<file path="src/rtl/edit_distance_engine_defines.svh">
// ---------------------------------------------------------------------------
// Edit distance engine assertion macros
// Concurrent assertion helpers used by the engine datapath.
// ---------------------------------------------------------------------------
`ifndef EDIT_DISTANCE_ENGINE_DEFINES_SVH
`define EDIT_DISTANCE_ENGINE_DEFINES_SVH

`ifndef SYNTH
// Checks that an expression holds at every clock edge outside reset.
`define EDE_ASSERT_ALWAYS(label, clk, rst, expr) \
   label: assert property (@(posedge clk) disable iff (rst) (expr)) \
      else $error("edit distance engine: invariant violated");
// Checks that a consequent holds in the same cycle as its antecedent.
`define EDE_ASSERT_IMPLY(label, clk, rst, ante, cons) \
   label: assert property (@(posedge clk) disable iff (rst) (ante) |-> (cons)) \
      else $error("edit distance engine: implication violated");
`else
`define EDE_ASSERT_ALWAYS(label, clk, rst, expr)
`define EDE_ASSERT_IMPLY(label, clk, rst, ante, cons)
`endif

`endif

</file>
<file path="src/rtl/ede_pkg.sv">
// ---------------------------------------------------------------------------
// Edit distance engine package
// Sizes, field types, input kinds and controller/datapath interface structs.
// ---------------------------------------------------------------------------
package ede_pkg;

   // Longest string that is kept; longer strings drop their extra characters.
   localparam int MAX_LEN = 64;
   // Counts and row values run from 0 to MAX_LEN.
   localparam int CNT_W   = $clog2(MAX_LEN + 1);
   localparam int ADDR_W  = $clog2(MAX_LEN);
   localparam int SYM_W   = 8;
   localparam int KIND_W  = 2;
   localparam int OUT_W   = 7;
   localparam int RSP_FIELDS_W = 3 * OUT_W + 1;
   localparam int RSP_W   = ((RSP_FIELDS_W + 7) / 8) * 8;

   typedef logic [CNT_W-1:0]  count_type;
   typedef logic [ADDR_W-1:0] addr_type;
   typedef logic [SYM_W-1:0]  sym_type;
   typedef logic [OUT_W-1:0]  out_type;

   localparam count_type MAX_CNT = count_type'(MAX_LEN);

   typedef enum logic [KIND_W-1:0] {
      KIND_FIRST  = 2'd0,
      KIND_SECOND = 2'd1,
      KIND_END    = 2'd2,
      KIND_NONE   = 2'd3
   } kind_type;

   typedef struct packed {
      logic load_first;
      logic set_overflow;
      logic start_walk;
      logic issue;
      logic read_final;
      logic finish;
   } cmd_type;

   typedef struct packed {
      logic first_full;
      logic second_full;
      logic second_started;
      logic first_empty;
      logic last_issue;
      logic slot_free;
   } status_type;

endpackage

</file>
<file path="src/rtl/edit_distance_engine.sv">
// ---------------------------------------------------------------------------
// Edit distance engine
// Levenshtein distance between two byte strings streamed one character a time.
// ---------------------------------------------------------------------------
// Send the first string as kind 0 items, then the second string as kind 1
// items, then one kind 2 item; the kind 2 item returns the distance, both
// lengths and an overflow flag, and clears the engine for the next pair.
// Up to 64 characters per string are kept; extra ones are dropped and set the
// overflow flag, and first-string characters sent after the second string has
// started are ignored. The engine takes one item at a time. A kind 1 item
// makes the row update walk the stored row memory one cell per cycle
// through its single read port, after a start step and followed by a drain
// step that retires the last cell; while the first string is empty there is
// no walk. A kind 2 item reads the final row cell and then loads the result
// register, waiting between the two only while an earlier result has not yet
// been taken. New items are accepted while a result waits in its register.
// ---------------------------------------------------------------------------
module edit_distance_engine (
   input  logic                      clock,
   input  logic                      reset,
   input  logic                      req_tvalid,
   output logic                      req_tready,
   input  logic [7:0]                req_tdata,  // [7:0] symbol
   input  logic [1:0]                req_tuser,  // [1:0] kind
   output logic                      rsp_tvalid,
   input  logic                      rsp_tready,
   // [6:0] distance, [13:7] first_length, [20:14] second_length,
   // [21] overflow, [23:22] zero
   output logic [ede_pkg::RSP_W-1:0] rsp_tdata
);

   // The controller and the datapath talk only through these two structs.
   ede_pkg::cmd_type    cmd;
   ede_pkg::status_type status;

   ede_controller u_ctrl (
      .clock     (clock),
      .reset     (reset),
      .req_valid (req_tvalid),
      .req_ready (req_tready),
      .kind      (ede_pkg::kind_type'(req_tuser)),
      .status    (status),
      .cmd       (cmd)
   );

   ede_datapath u_dp (
      .clock     (clock),
      .reset     (reset),
      .symbol    (req_tdata),
      .cmd       (cmd),
      .status    (status),
      .rsp_valid (rsp_tvalid),
      .rsp_ready (rsp_tready),
      .rsp_data  (rsp_tdata)
   );

endmodule

</file>
<file path="src/rtl/ede_datapath.sv">
// ---------------------------------------------------------------------------
// Edit distance engine datapath
// String and row memories, the cell update stage, counters and result slot.
// ---------------------------------------------------------------------------
`include "edit_distance_engine_defines.svh"

module ede_datapath (
   input  logic                      clock,
   input  logic                      reset,
   input  ede_pkg::sym_type          symbol,
   input  ede_pkg::cmd_type          cmd,
   output ede_pkg::status_type       status,
   output logic                      rsp_valid,
   input  logic                      rsp_ready,
   output logic [ede_pkg::RSP_W-1:0] rsp_data
);

   // Memories: the stored first string and row cells 1..MAX_LEN. Row cell 0
   // always equals the second-string count, so it lives in that counter.
   ede_pkg::sym_type   fs_mem [0:ede_pkg::MAX_LEN-1];
   ede_pkg::count_type dp_mem [1:ede_pkg::MAX_LEN];

   ede_pkg::count_type first_count_ff, first_count_in;
   ede_pkg::count_type second_count_ff, second_count_in;
   logic               overflow_ff, overflow_in;
   ede_pkg::sym_type   sym_ff, sym_in;
   logic               row_valid_ff, row_valid_in;
   ede_pkg::count_type diag_ff, diag_in;
   ede_pkg::count_type left_ff, left_in;
   ede_pkg::count_type idx_ff, idx_in;
   logic               pipe_valid_ff, pipe_valid_in;
   ede_pkg::count_type pipe_idx_ff, pipe_idx_in;
   ede_pkg::sym_type   fs_rd_ff;
   ede_pkg::count_type dp_rd_ff;
   logic               rsp_valid_ff, rsp_valid_in;
   ede_pkg::out_type   dist_ff, dist_in;
   ede_pkg::out_type   flen_ff, flen_in;
   ede_pkg::out_type   slen_ff, slen_in;
   logic               rovf_ff, rovf_in;

   ede_pkg::count_type dp_raddr;
   ede_pkg::addr_type  fs_raddr;
   ede_pkg::count_type up;
   ede_pkg::count_type min_lu;
   ede_pkg::count_type min_all;
   ede_pkg::count_type cell_value;
   ede_pkg::count_type final_value;
   logic               counts_ok;
   logic               issue_ok;

   assign dp_raddr = cmd.read_final ? first_count_ff : idx_ff;
   assign fs_raddr = ede_pkg::addr_type'(idx_ff - ede_pkg::count_type'(1));

   // Before the first second-string character the row is 0..N, so an
   // unwritten cell reads as its own index.
   assign up         = row_valid_ff ? dp_rd_ff : pipe_idx_ff;
   assign min_lu     = (up < left_ff) ? up : left_ff;
   assign min_all    = (diag_ff < min_lu) ? diag_ff : min_lu;
   assign cell_value = (fs_rd_ff == sym_ff) ? diag_ff
                                            : min_all + ede_pkg::count_type'(1);

   always_comb begin
      priority if (first_count_ff == '0) begin
         final_value = second_count_ff;
      end else if (second_count_ff == '0) begin
         final_value = first_count_ff;
      end else begin
         final_value = dp_rd_ff;
      end
   end

   always_ff @(posedge clock) begin
      if (cmd.load_first) begin
         fs_mem[first_count_ff[ede_pkg::ADDR_W-1:0]] <= symbol;
      end
      if (pipe_valid_ff) begin
         dp_mem[pipe_idx_ff] <= cell_value;
      end
      if (cmd.issue) begin
         fs_rd_ff <= fs_mem[fs_raddr];
      end
      if (cmd.issue || cmd.read_final) begin
         dp_rd_ff <= dp_mem[dp_raddr];
      end
   end

   always_comb begin
      first_count_in  = first_count_ff;
      second_count_in = second_count_ff;
      overflow_in     = overflow_ff;
      sym_in          = sym_ff;
      row_valid_in    = row_valid_ff;
      diag_in         = diag_ff;
      left_in         = left_ff;
      idx_in          = idx_ff;
      pipe_valid_in   = 1'b0;
      pipe_idx_in     = pipe_idx_ff;
      rsp_valid_in    = rsp_valid_ff && !rsp_ready;
      dist_in         = dist_ff;
      flen_in         = flen_ff;
      slen_in         = slen_ff;
      rovf_in         = rovf_ff;

      if (cmd.load_first) begin
         first_count_in = first_count_ff + ede_pkg::count_type'(1);
      end
      if (cmd.set_overflow) begin
         overflow_in = 1'b1;
      end
      if (cmd.start_walk) begin
         second_count_in = second_count_ff + ede_pkg::count_type'(1);
         row_valid_in    = (second_count_ff != '0);
         sym_in          = symbol;
         diag_in         = second_count_ff;
         left_in         = second_count_ff + ede_pkg::count_type'(1);
         idx_in          = ede_pkg::count_type'(1);
      end else if (pipe_valid_ff) begin
         diag_in = up;
         left_in = cell_value;
      end
      if (cmd.issue) begin
         idx_in        = idx_ff + ede_pkg::count_type'(1);
         pipe_valid_in = 1'b1;
         pipe_idx_in   = idx_ff;
      end
      if (cmd.finish) begin
         rsp_valid_in    = 1'b1;
         dist_in         = ede_pkg::out_type'(final_value);
         flen_in         = ede_pkg::out_type'(first_count_ff);
         slen_in         = ede_pkg::out_type'(second_count_ff);
         rovf_in         = overflow_ff;
         first_count_in  = '0;
         second_count_in = '0;
         overflow_in     = 1'b0;
      end
   end

   always_ff @(posedge clock) begin
      if (reset) begin
         first_count_ff  <= '0;
         second_count_ff <= '0;
         overflow_ff     <= 1'b0;
         pipe_valid_ff   <= 1'b0;
         rsp_valid_ff    <= 1'b0;
      end else begin
         first_count_ff  <= first_count_in;
         second_count_ff <= second_count_in;
         overflow_ff     <= overflow_in;
         pipe_valid_ff   <= pipe_valid_in;
         rsp_valid_ff    <= rsp_valid_in;
      end
   end

   always_ff @(posedge clock) begin
      sym_ff       <= sym_in;
      row_valid_ff <= row_valid_in;
      diag_ff      <= diag_in;
      left_ff      <= left_in;
      idx_ff       <= idx_in;
      pipe_idx_ff  <= pipe_idx_in;
      dist_ff      <= dist_in;
      flen_ff      <= flen_in;
      slen_ff      <= slen_in;
      rovf_ff      <= rovf_in;
   end

   assign status.first_full     = (first_count_ff == ede_pkg::MAX_CNT);
   assign status.second_full    = (second_count_ff == ede_pkg::MAX_CNT);
   assign status.second_started = (second_count_ff != '0);
   assign status.first_empty    = (first_count_ff == '0);
   assign status.last_issue     = (idx_ff == first_count_ff);
   assign status.slot_free      = !rsp_valid_ff || rsp_ready;

   assign rsp_valid = rsp_valid_ff;
   assign rsp_data  = {{(ede_pkg::RSP_W - ede_pkg::RSP_FIELDS_W){1'b0}},
                       rovf_ff, slen_ff, flen_ff, dist_ff};

   assign counts_ok = (first_count_ff <= ede_pkg::MAX_CNT) &&
                      (second_count_ff <= ede_pkg::MAX_CNT);
   assign issue_ok  = (idx_ff != '0) && (idx_ff <= first_count_ff);

   `EDE_ASSERT_ALWAYS(a_counts_bounded, clock, reset, counts_ok)
   `EDE_ASSERT_IMPLY(a_issue_in_row, clock, reset, cmd.issue, issue_ok)
   `EDE_ASSERT_IMPLY(a_cell_after_start, clock, reset, pipe_valid_ff, second_count_ff != '0)
   `EDE_ASSERT_IMPLY(a_first_frozen, clock, reset, cmd.load_first, second_count_ff == '0)

endmodule

</file>
<file path="src/rtl/ede_controller.sv">
// ---------------------------------------------------------------------------
// Edit distance engine controller
// Decodes input items and sequences the row walk and the result hand-off.
// ---------------------------------------------------------------------------
module ede_controller (
   input  logic                clock,
   input  logic                reset,
   input  logic                req_valid,
   output logic                req_ready,
   input  ede_pkg::kind_type   kind,
   input  ede_pkg::status_type status,
   output ede_pkg::cmd_type    cmd
);

   typedef enum logic [3:0] {
      ST_IDLE   = 4'b0001,
      ST_WALK   = 4'b0010,
      ST_DRAIN  = 4'b0100,
      ST_FINISH = 4'b1000
   } state_type;

   state_type state_ff, state_in;
   logic      accept;

   assign req_ready = (state_ff == ST_IDLE);
   assign accept    = req_valid && req_ready;

   always_comb begin
      state_in = state_ff;
      cmd      = '0;
      unique case (state_ff)
         ST_IDLE: begin
            if (accept) begin
               unique case (kind)
                  ede_pkg::KIND_FIRST: begin
                     // Once the second string has started the row is fixed.
                     if (!status.second_started) begin
                        cmd.set_overflow = status.first_full;
                        cmd.load_first   = !status.first_full;
                     end
                  end
                  ede_pkg::KIND_SECOND: begin
                     if (status.second_full) begin
                        cmd.set_overflow = 1'b1;
                     end else begin
                        cmd.start_walk = 1'b1;
                        if (!status.first_empty) begin
                           state_in = ST_WALK;
                        end
                     end
                  end
                  ede_pkg::KIND_END: begin
                     cmd.read_final = 1'b1;
                     state_in       = ST_FINISH;
                  end
                  default: begin
                  end
               endcase
            end
         end
         ST_WALK: begin
            cmd.issue = 1'b1;
            if (status.last_issue) begin
               state_in = ST_DRAIN;
            end
         end
         ST_DRAIN: begin
            state_in = ST_IDLE;
         end
         ST_FINISH: begin
            if (status.slot_free) begin
               cmd.finish = 1'b1;
               state_in   = ST_IDLE;
            end
         end
         default: begin
            state_in = ST_IDLE;
         end
      endcase
   end

   always_ff @(posedge clock) begin
      if (reset) begin
         state_ff <= ST_IDLE;
      end else begin
         state_ff <= state_in;
      end
   end

endmodule
</file>
<file path="config.mk">
export PLATFORM = sky130hd
export DESIGN_NAME = edit_distance_engine
export DESIGN_NICKNAME = d
export VERILOG_FILES = /design/src/rtl/ede_pkg.sv /design/src/rtl/edit_distance_engine.sv /design/src/rtl/ede_datapath.sv /design/src/rtl/ede_controller.sv
export VERILOG_INCLUDE_DIRS = /design/src /design/src/rtl
export SDC_FILE = /design/constraint.sdc
export NUM_CORES = 1
export LEC_CHECK = 0
export ABC_AREA = 1
export BUFFER_PORTS_ARGS = -buffer_cell sky130_fd_sc_hd__clkbuf_2
export CAP_MARGIN = 20
export CORE_MARGIN = 2
export CORE_UTILIZATION = 35
export DETAILED_ROUTE_END_ITERATION = 10
export SETUP_SLACK_MARGIN = 0.4
export SLEW_MARGIN = 20
export SYNTH_ARGS = -nofsm -noshare
export SYNTH_HDL_FRONTEND = slang
export SYNTH_SLANG_ARGS = --single-unit
export TNS_END_PERCENT = 1
</file>
<file path="constraint.sdc">
create_clock -name clock -period 10.48 [get_ports clock]
set_input_delay 0.524 -clock clock [delete_from_list [all_inputs] [get_ports clock]]
set_output_delay 0.524 -clock clock [all_outputs]
set_load 0.05 [all_outputs]
</file>
==> flow_summary.yaml, run 1 <==
drt:
  drt-wirelength-per-cell_um: 21.5
  ant_nets: 0
  drtPass1Iterations: 5
  drt_drc_violations_left: 0
  dr.first_iter.drc_count: 3036
  detailroute.via_count: 26900
  routed_via_density: 5.39
  totalWireLength_um: 107000
clock_tree:
  cts_hold_repair.buffers: 0
  cts_max_level: 3
  ctsRootBufferMaster: "sky130_fd_sc_hd__clkbuf_16"
  cts-root-to-sink-buffers: 3
  clock-sinks: 1055
  clk_latency_ns: 0.67
  cts.repair.resized: 0
  tritoncts: "done"
  cts_made_buffers: 96
  postCtsSetupRepairBufs: 0
  clk_pin_slew_ns: 0.06
global_routing:
  grt_pass1_vias: 25400
  antenna_violations_before_repair: 0
  grt_max_degree: 134
  wire_length_of_the_first_global_routing_pass_um: 161000
  grt.overflow.total: 0
  grt_usage_pct: 16.7
worst_setup_path:
  worst-setup-path-type: "register to register"
  timing.critical_path.required_ns: 10.87
  worstPathArrival_ns: 5.97
  cp-end-kind: "register"
  r2r_setup_slk_ns: 4.90
  critical_path.startpoint_type: "register"
  r2r_start: "u_dp.row_valid_ff"
  ff2ff_path_depth: 22
  crit_fanout: 48
  rr_endpoint: "u_dp.dp_mem[13][2]"
place:
  post-place-ws_ns: 4.78
  finalWeightedCongestion: 0.826
  placed_cells_incl_taps: 4810
  place_hpwl_um: 59900
  port_buffers: 37
layout:
  finish.net_count: 3318
  antenna-diode-count: 0
  drive_gt1_share_pct: 8.54
  flow.area_growth_from_synthesis_pct: 11.5
  filler_cell_count: 11400
  final_cells: 4986
die:
  die_w_um: 354
  rows: 128
  floorplan.initialDensity_pct: 35.2
  die-height_um: 354
  core_region_area_sq_um: 122000
  design.portCount: 40
  dieArea_sq_um: 125000
synthesis:
  yosysUniqueCellTypes: 47
  synth-edff-count: 1034
  synth-seq-cells: 1055
  ys.flop_type: "sky130_fd_sc_hd__edfxtp_1"
  synthesis.area_per_instance_sq_um: 12.9
  warnings_from_yosys: 0
  mappedNetlistArea_sq_um: 42900
  synth_async_sr_flop_share_pct: 0
  seq_area_frac_synth_pct: 73.4
  synthesis.instances: 3322
sta:
  timing.final.max_slew_violations: 0
  timing.hold.ws_ns: 0.138
  endpoints_failing_setup: 0
  worst_slew_margin_rel_pct: 28.1
  timing_hold_violations_final: 0
  grt_setup_unrepaired: "no"
  final_period_minus_worst_setup_slack_ns: 5.58
  timing.clock.skew_ns: 0.0222
  final.setup.worst_slack_ns: 4.90
  final_min_period_over_clock_period_pct: 53.3
  worst-slew-pin-transition_ns: 1.07
  timing.fmax_mhz: 179
  final.setup.tns_ns: 0
hold_path:
  hold_start: "reset"
  hold_class: "primary input to register"
  holdPathStages: 2
  hold_path_end: "u_dp.rsp_valid"
status:
  run_status: "finished clean"
job:
  maximum_capacitance_violations: 0
power:
  cellPowerDensity_nw_per_um2: 227
  leak_pwr_nw: 14.9
  vdd_drop_max_mv: 0.163
==> metrics by stage <==
| step | power, mW | utilization, % | cell area, sq um |
|---|---|---|---|
| finish | 10.8 | 39.3 | 47800 |
| global route | 11.2 | 39.3 | 47800 |
| CTS | 10.9 | 39.3 | 47800 |
| detailed placement | 7.38 | 36.7 | 44700 |
| global placement | 7.36 | 36.7 | 44700 |
| floorplan | 6.60 | - | 42900 |
==> layout by cell type, fill, tap and decap left out, types with 29 or more instances in the layout <==
cell	n
sky130_fd_sc_hd__nand2_1	128
sky130_fd_sc_hd__inv_1	91
sky130_fd_sc_hd__nor2_1	633
sky130_fd_sc_hd__o22ai_1	100
sky130_fd_sc_hd__clkinv_1	29
sky130_fd_sc_hd__buf_4	41
sky130_fd_sc_hd__o221ai_1	140
sky130_fd_sc_hd__o211ai_1	96
sky130_fd_sc_hd__o21ai_0	511
sky130_fd_sc_hd__clkbuf_2	37
sky130_fd_sc_hd__nand3_1	153
sky130_fd_sc_hd__clkbuf_16	99
sky130_fd_sc_hd__edfxtp_1	1034
sky130_fd_sc_hd__a21oi_1	38
==> final cells by class <==
class	count	area, sq um	share of cell area, %
Sequential cell	1055	31500	65.8
Multi-Input combinational cell	1948	10300	21.5
Clock buffer	112	2530	5.28
Tap cell	1625	2030	4.25
Clock inverter	64	612	1.28
Timing Repair Buffer	78	493	1.03
Inverter	104	402	0.840
==> flip-flops by register name (all words and copies together) (netlist names) <==
| register | count |
|---|---|
| u_dp.first_count_ff | 7 |
| u_dp.fs_rd_ff | 8 |
| u_dp.sym_ff | 8 |
| u_dp.flen_ff | 7 |
| u_dp.rsp_valid | 1 |
| u_dp.diag_ff | 7 |
| u_dp.idx_ff | 7 |
| u_dp.dist_ff | 7 |
| u_dp.overflow_ff | 1 |
| u_dp.fs_mem | 512 |
| u_dp.slen_ff | 7 |
| u_ctrl.state_ff | 4 |
| u_dp.pipe_valid_ff | 1 |
| u_dp.row_valid_ff | 1 |
| u_dp.second_count_ff | 7 |
| u_dp.dp_mem | 448 |
| u_dp.pipe_idx_ff | 7 |
| u_dp.rovf_ff | 1 |
| u_dp.left_ff | 7 |
| u_dp.dp_rd_ff | 7 |
==> how the worst max path moves through the flow <==
stage,startpoint,endpoint,cells after the start
floorplan,u_dp.row_valid_ff,u_dp.dp_mem[10][0],20
global placement,u_dp.row_valid_ff,u_dp.dp_mem[23][6],24
detailed placement,u_dp.row_valid_ff,u_dp.dp_mem[24][6],24
CTS,u_dp.row_valid_ff,u_dp.dp_mem[24][6],24
global route,u_dp.row_valid_ff,u_dp.dp_mem[12][2],22
finish,u_dp.row_valid_ff,u_dp.dp_mem[13][2],22
==> routing by layer <==
metal	up-vias	global-route usage, %	wire length (um)
met1	13400	23.7	47000
li1	12400	-	-
met3	171	2.53	6880
met2	921	26.5	50200
met4	0	4.97	2980
met5	-	0	0
==> Yosys cell counts, drive strengths merged (2+ instances only) <==
master     n  area share (%)
o211ai    96             1.7
edfxtp  1034              72
o21a       2           0.035
xnor2      6            0.12
nand4     10            0.15
a21oi     38            0.44
nand3    155             1.8
a211oi     4           0.082
clkbuf   163             1.4
o221ai   140             2.9
nand2    148             1.4
xor2      15            0.31
nor4      14            0.20
o21ai    528             6.2
clkinv     3           0.026
and2       2           0.029
dfxtp     21            0.98
or2        8            0.12
nor2     640             5.7
buf       53            0.69
ha        21            0.61
o22ai    101             1.5
nor3      11            0.15
inv      101            0.88
==> worst max-delay path, stage by stage, from the launching register on <==
cell and delay (ns):
sky130_fd_sc_hd__edfxtp_1 0.46, sky130_fd_sc_hd__inv_2 0.11, sky130_fd_sc_hd__or2_2 0.27, sky130_fd_sc_hd__o21ai_0 0.13, sky130_fd_sc_hd__inv_1 0.11, sky130_fd_sc_hd__ha_1 0.30
sky130_fd_sc_hd__a21oi_1 0.13, sky130_fd_sc_hd__o21a_1 0.17, sky130_fd_sc_hd__nand2_2 0.16, sky130_fd_sc_hd__o21ai_0 0.34, sky130_fd_sc_hd__inv_1 0.12, sky130_fd_sc_hd__ha_1 0.31
sky130_fd_sc_hd__a21oi_1 0.15, sky130_fd_sc_hd__nor2_1 0.06, sky130_fd_sc_hd__a211oi_2 0.51, sky130_fd_sc_hd__nand2_4 0.21, sky130_fd_sc_hd__nand2_2 0.11, sky130_fd_sc_hd__nand2_2 0.09
sky130_fd_sc_hd__ha_1 0.23, sky130_fd_sc_hd__nand3_1 0.15, sky130_fd_sc_hd__nand2_1 0.11, sky130_fd_sc_hd__o22ai_4 0.48, sky130_fd_sc_hd__buf_4 0.52
==> logic make-up (layout without fill, tap and decap cells) <==
| group | Yosys count | after routing | share of synthesized area [%] |
|---|---|---|---|
| other cells | 1 | 2 | 0.00875 |
| fa+ha+maj | 21 | 21 | 0.613 |
| compound gates | 914 | 914 | 12.9 |
| xor+xnor | 21 | 21 | 0.429 |
| simple gates | 990 | 990 | 9.60 |
| flops | 1055 | 1055 | 73.4 |
| buf+inv | 320 | 358 | 3.04 |
==> power breakdown <==
part / switching, mW / internal, mW / total, mW
Sequential: 0.0388 / 5.20 / 5.24
Combinational: 1.60 / 0.456 / 2.06
Clock: 1.53 / 2.02 / 3.55
Total: 3.18 / 7.67 / 10.8
(Power assumes the default switching activity.)
==> run 2: changes to the inputs <==
==> constraint.sdc (replaced) <==
create_clock -name clock -period 4.8 [get_ports clock]
set_input_delay 0.24 -clock clock [delete_from_list [all_inputs] [get_ports clock]]
set_output_delay 0.24 -clock clock [all_outputs]
set_load 0.05 [all_outputs]
==> run 2 against run 1 <==
- sequential share of layout area down 0.94 points
- register-to-register slack worse by 4.3 ns
- final cell count up 1.2%
- utilization up 0.57 points
- critical path type unchanged
==> flow_summary.yaml, run 2 (synthesis gave the netlist of run 1 again) <==
drt:
  totalWireLength_um: 113000
  detailroute.via_count: 27500
  drt-wirelength-per-cell_um: 22.4
  drt_drc_violations_left: 0
  drtPass1Iterations: 8
  dr.first_iter.drc_count: 3415
  routed_via_density: 5.44
  ant_nets: 0
sta:
  grt_setup_unrepaired: "no"
  timing.fmax_mhz: 237
  final_min_period_over_clock_period_pct: 87.7
  timing.final.max_slew_violations: 0
  worst-slew-pin-transition_ns: 1.17
  worst_slew_margin_rel_pct: 22.0
  timing_hold_violations_final: 0
  final.setup.worst_slack_ns: 0.589
  timing.clock.skew_ns: 0.0190
  endpoints_failing_setup: 0
  final_period_minus_worst_setup_slack_ns: 4.21
worst_setup_path:
  critical_path.startpoint_type: "register"
  critical-path-slowest-cell: "sky130_fd_sc_hd__edfxtp_1"
  cp.buffers_inverters: 6
  worst-setup-path-type: "register to register"
  timing.critical_path.required_ns: 5.31
  cp-end-kind: "register"
  worstPathArrival_ns: 4.72
  timing.critical_path.max_delay_family: "simple AND/OR/NAND/NOR gates"
  crit_path_most_repeated_cell: "sky130_fd_sc_hd__inv_2"
  crit_fanout: 26
  cp_slowest_stage_delay_ns: 0.36
clock_tree:
  ctsRootBufferMaster: "sky130_fd_sc_hd__clkbuf_16"
  clk_pin_slew_ns: 0.06
  clk_latency_ns: 0.67
  cts-root-to-sink-buffers: 3
  cts_max_level: 3
  tritoncts: "done"
  clock-sinks: 1055
  cts_made_buffers: 99
layout:
  finish.net_count: 3383
  drive_gt1_share_pct: 10.7
  largest_reg_flops: 512
  layout_commonest_cell: "sky130_fd_sc_hd__edfxtp_1"
  flow.area_growth_from_synthesis_pct: 13.1
  mostFrequentLayoutCells: "sky130_fd_sc_hd__edfxtp_1, sky130_fd_sc_hd__nor2_1, sky130_fd_sc_hd__o21ai_0, sky130_fd_sc_hd__nand3_1, sky130_fd_sc_hd__o221ai_1"
  antenna-diode-count: 0
  final_cells: 5048
place:
  port_buffers: 37
  placed_cells_incl_taps: 4857
  post-place-ws_ns: -0.0413
  finalWeightedCongestion: 0.846
  place_hpwl_um: 63800
power:
  leak_pwr_nw: 15.3
  vdd_drop_max_mv: 0.500
  cellPowerDensity_nw_per_um2: 493
  p_total_mw: 23.9
global_routing:
  grt_max_degree: 205
  grt.overflow.total: 0
  antenna_violations_before_repair: 0
  wire_length_of_the_first_global_routing_pass_um: 168000
  grt_usage_pct: 17.4
  grt_pass1_vias: 26000
die:
  design.portCount: 40
  floorplan.initialDensity_pct: 35.2
  die_w_um: 354
  die-height_um: 354
  rows: 128
  core_region_area_sq_um: 122000
  dieArea_sq_um: 125000
status:
  run_status: "finished clean"
job:
  maximum_capacitance_violations: 0
hold_path:
  hold_class: "primary input to register"
run 2: cell types whose count changed in the layout (fill, tap and decap cells not counted), sizes merged:
| cell | change |
|---|---|
| buf | +54 |
| clkbuf | +15 |
| clkinv | -15 |
| bufinv | -8 |
| inv | +5 |
| clkinvlp | +4 |
| and2 | +3 |
| dlygate4sd3 | +3 |
| bufbuf | +1 |
run 2: through the flow:
stage / TNS, ns / hold slack, ns / area [sq um] / util (%)
global placement: 0 / 0.454 / 45100 / 37.1
floorplan: 0 / 0.309 / 42900 / -
global route: 0 / 0.136 / 48500 / 39.8
CTS: 0 / 0.0815 / 48200 / 39.6
finish: 0 / 0.117 / 48500 / 39.8
detailed placement: -2.27 / 0.454 / 45100 / 37.1
run 2: report_power, final:
group | switching (mW) | internal (mW)
combinational | 3.68 | 1.37
sequential | 0.0759 | 11.3
clock | 3.38 | 4.09
total | 7.14 | 16.8
run 2: repair_timing:
action,in CTS,in global routing
pin swaps,1,8
setup buffers,2,5
gates cloned,1,4
gates resized for setup,16,32
endpoints found under the setup margin,244,355
endpoints found under the hold margin,6,0
hold buffers,3,0
run 2: path summary, 6_finish.rpt:
check / slack (ns) / startpoint / to / depth (start not counted)
setup / recovery: 0.59 / u_dp.row_valid_ff / u_dp.dp_mem[47][6] / 27
hold / removal: 0.12 / rsp_tready / u_ctrl.state_ff[2] / 6
setup reg to reg: 0.59 / u_dp.row_valid_ff / u_dp.dp_mem[47][6] / 27
hold reg to reg: 0.47 / u_dp.overflow_ff / u_dp.rovf_ff / 0
run 2: area by class of cell:
class / count / area, sq um
repair buffers: 137 / 1120
clock inverters: 50 / 374
fillers: 11300 / 73200
well taps: 1625 / 2030
flip-flops and latches: 1055 / 31500
inverters: 104 / 405
multi-input cells: 1951 / 10500
clock buffers: 126 / 2630
run 2: worst reg2reg max path: stages, from the launching register on:
cell and delay, ns:
sky130_fd_sc_hd__edfxtp_1 0.36, sky130_fd_sc_hd__inv_2 0.08, sky130_fd_sc_hd__or2_2 0.31, sky130_fd_sc_hd__o21ai_4 0.10
sky130_fd_sc_hd__inv_2 0.08, sky130_fd_sc_hd__ha_4 0.22, sky130_fd_sc_hd__a21oi_2 0.13, sky130_fd_sc_hd__o21a_1 0.20
sky130_fd_sc_hd__nand2_4 0.11, sky130_fd_sc_hd__clkbuf_16 0.17, sky130_fd_sc_hd__o21ai_4 0.13, sky130_fd_sc_hd__inv_1 0.08
sky130_fd_sc_hd__ha_1 0.27, sky130_fd_sc_hd__nand2_1 0.05, sky130_fd_sc_hd__nor2_1 0.09, sky130_fd_sc_hd__nand2_1 0.07
sky130_fd_sc_hd__inv_2 0.06, sky130_fd_sc_hd__nand2_4 0.10, sky130_fd_sc_hd__nand2_8 0.11, sky130_fd_sc_hd__nand2_2 0.05
sky130_fd_sc_hd__nand2_2 0.12, sky130_fd_sc_hd__ha_4 0.17, sky130_fd_sc_hd__nand3_4 0.09, sky130_fd_sc_hd__nor2_2 0.16
sky130_fd_sc_hd__nand3_1 0.10, sky130_fd_sc_hd__nand3_2 0.09, sky130_fd_sc_hd__and2_4 0.22, sky130_fd_sc_hd__bufbuf_16 0.33
run 2: layer usage:
metal / share of wire (%) / global-route usage, %
met1: 43 / 24.4
met2: 47 / 28.2
met3: 6.6 / 2.62
met4: 2.7 / 4.98
met5: 0 / 0
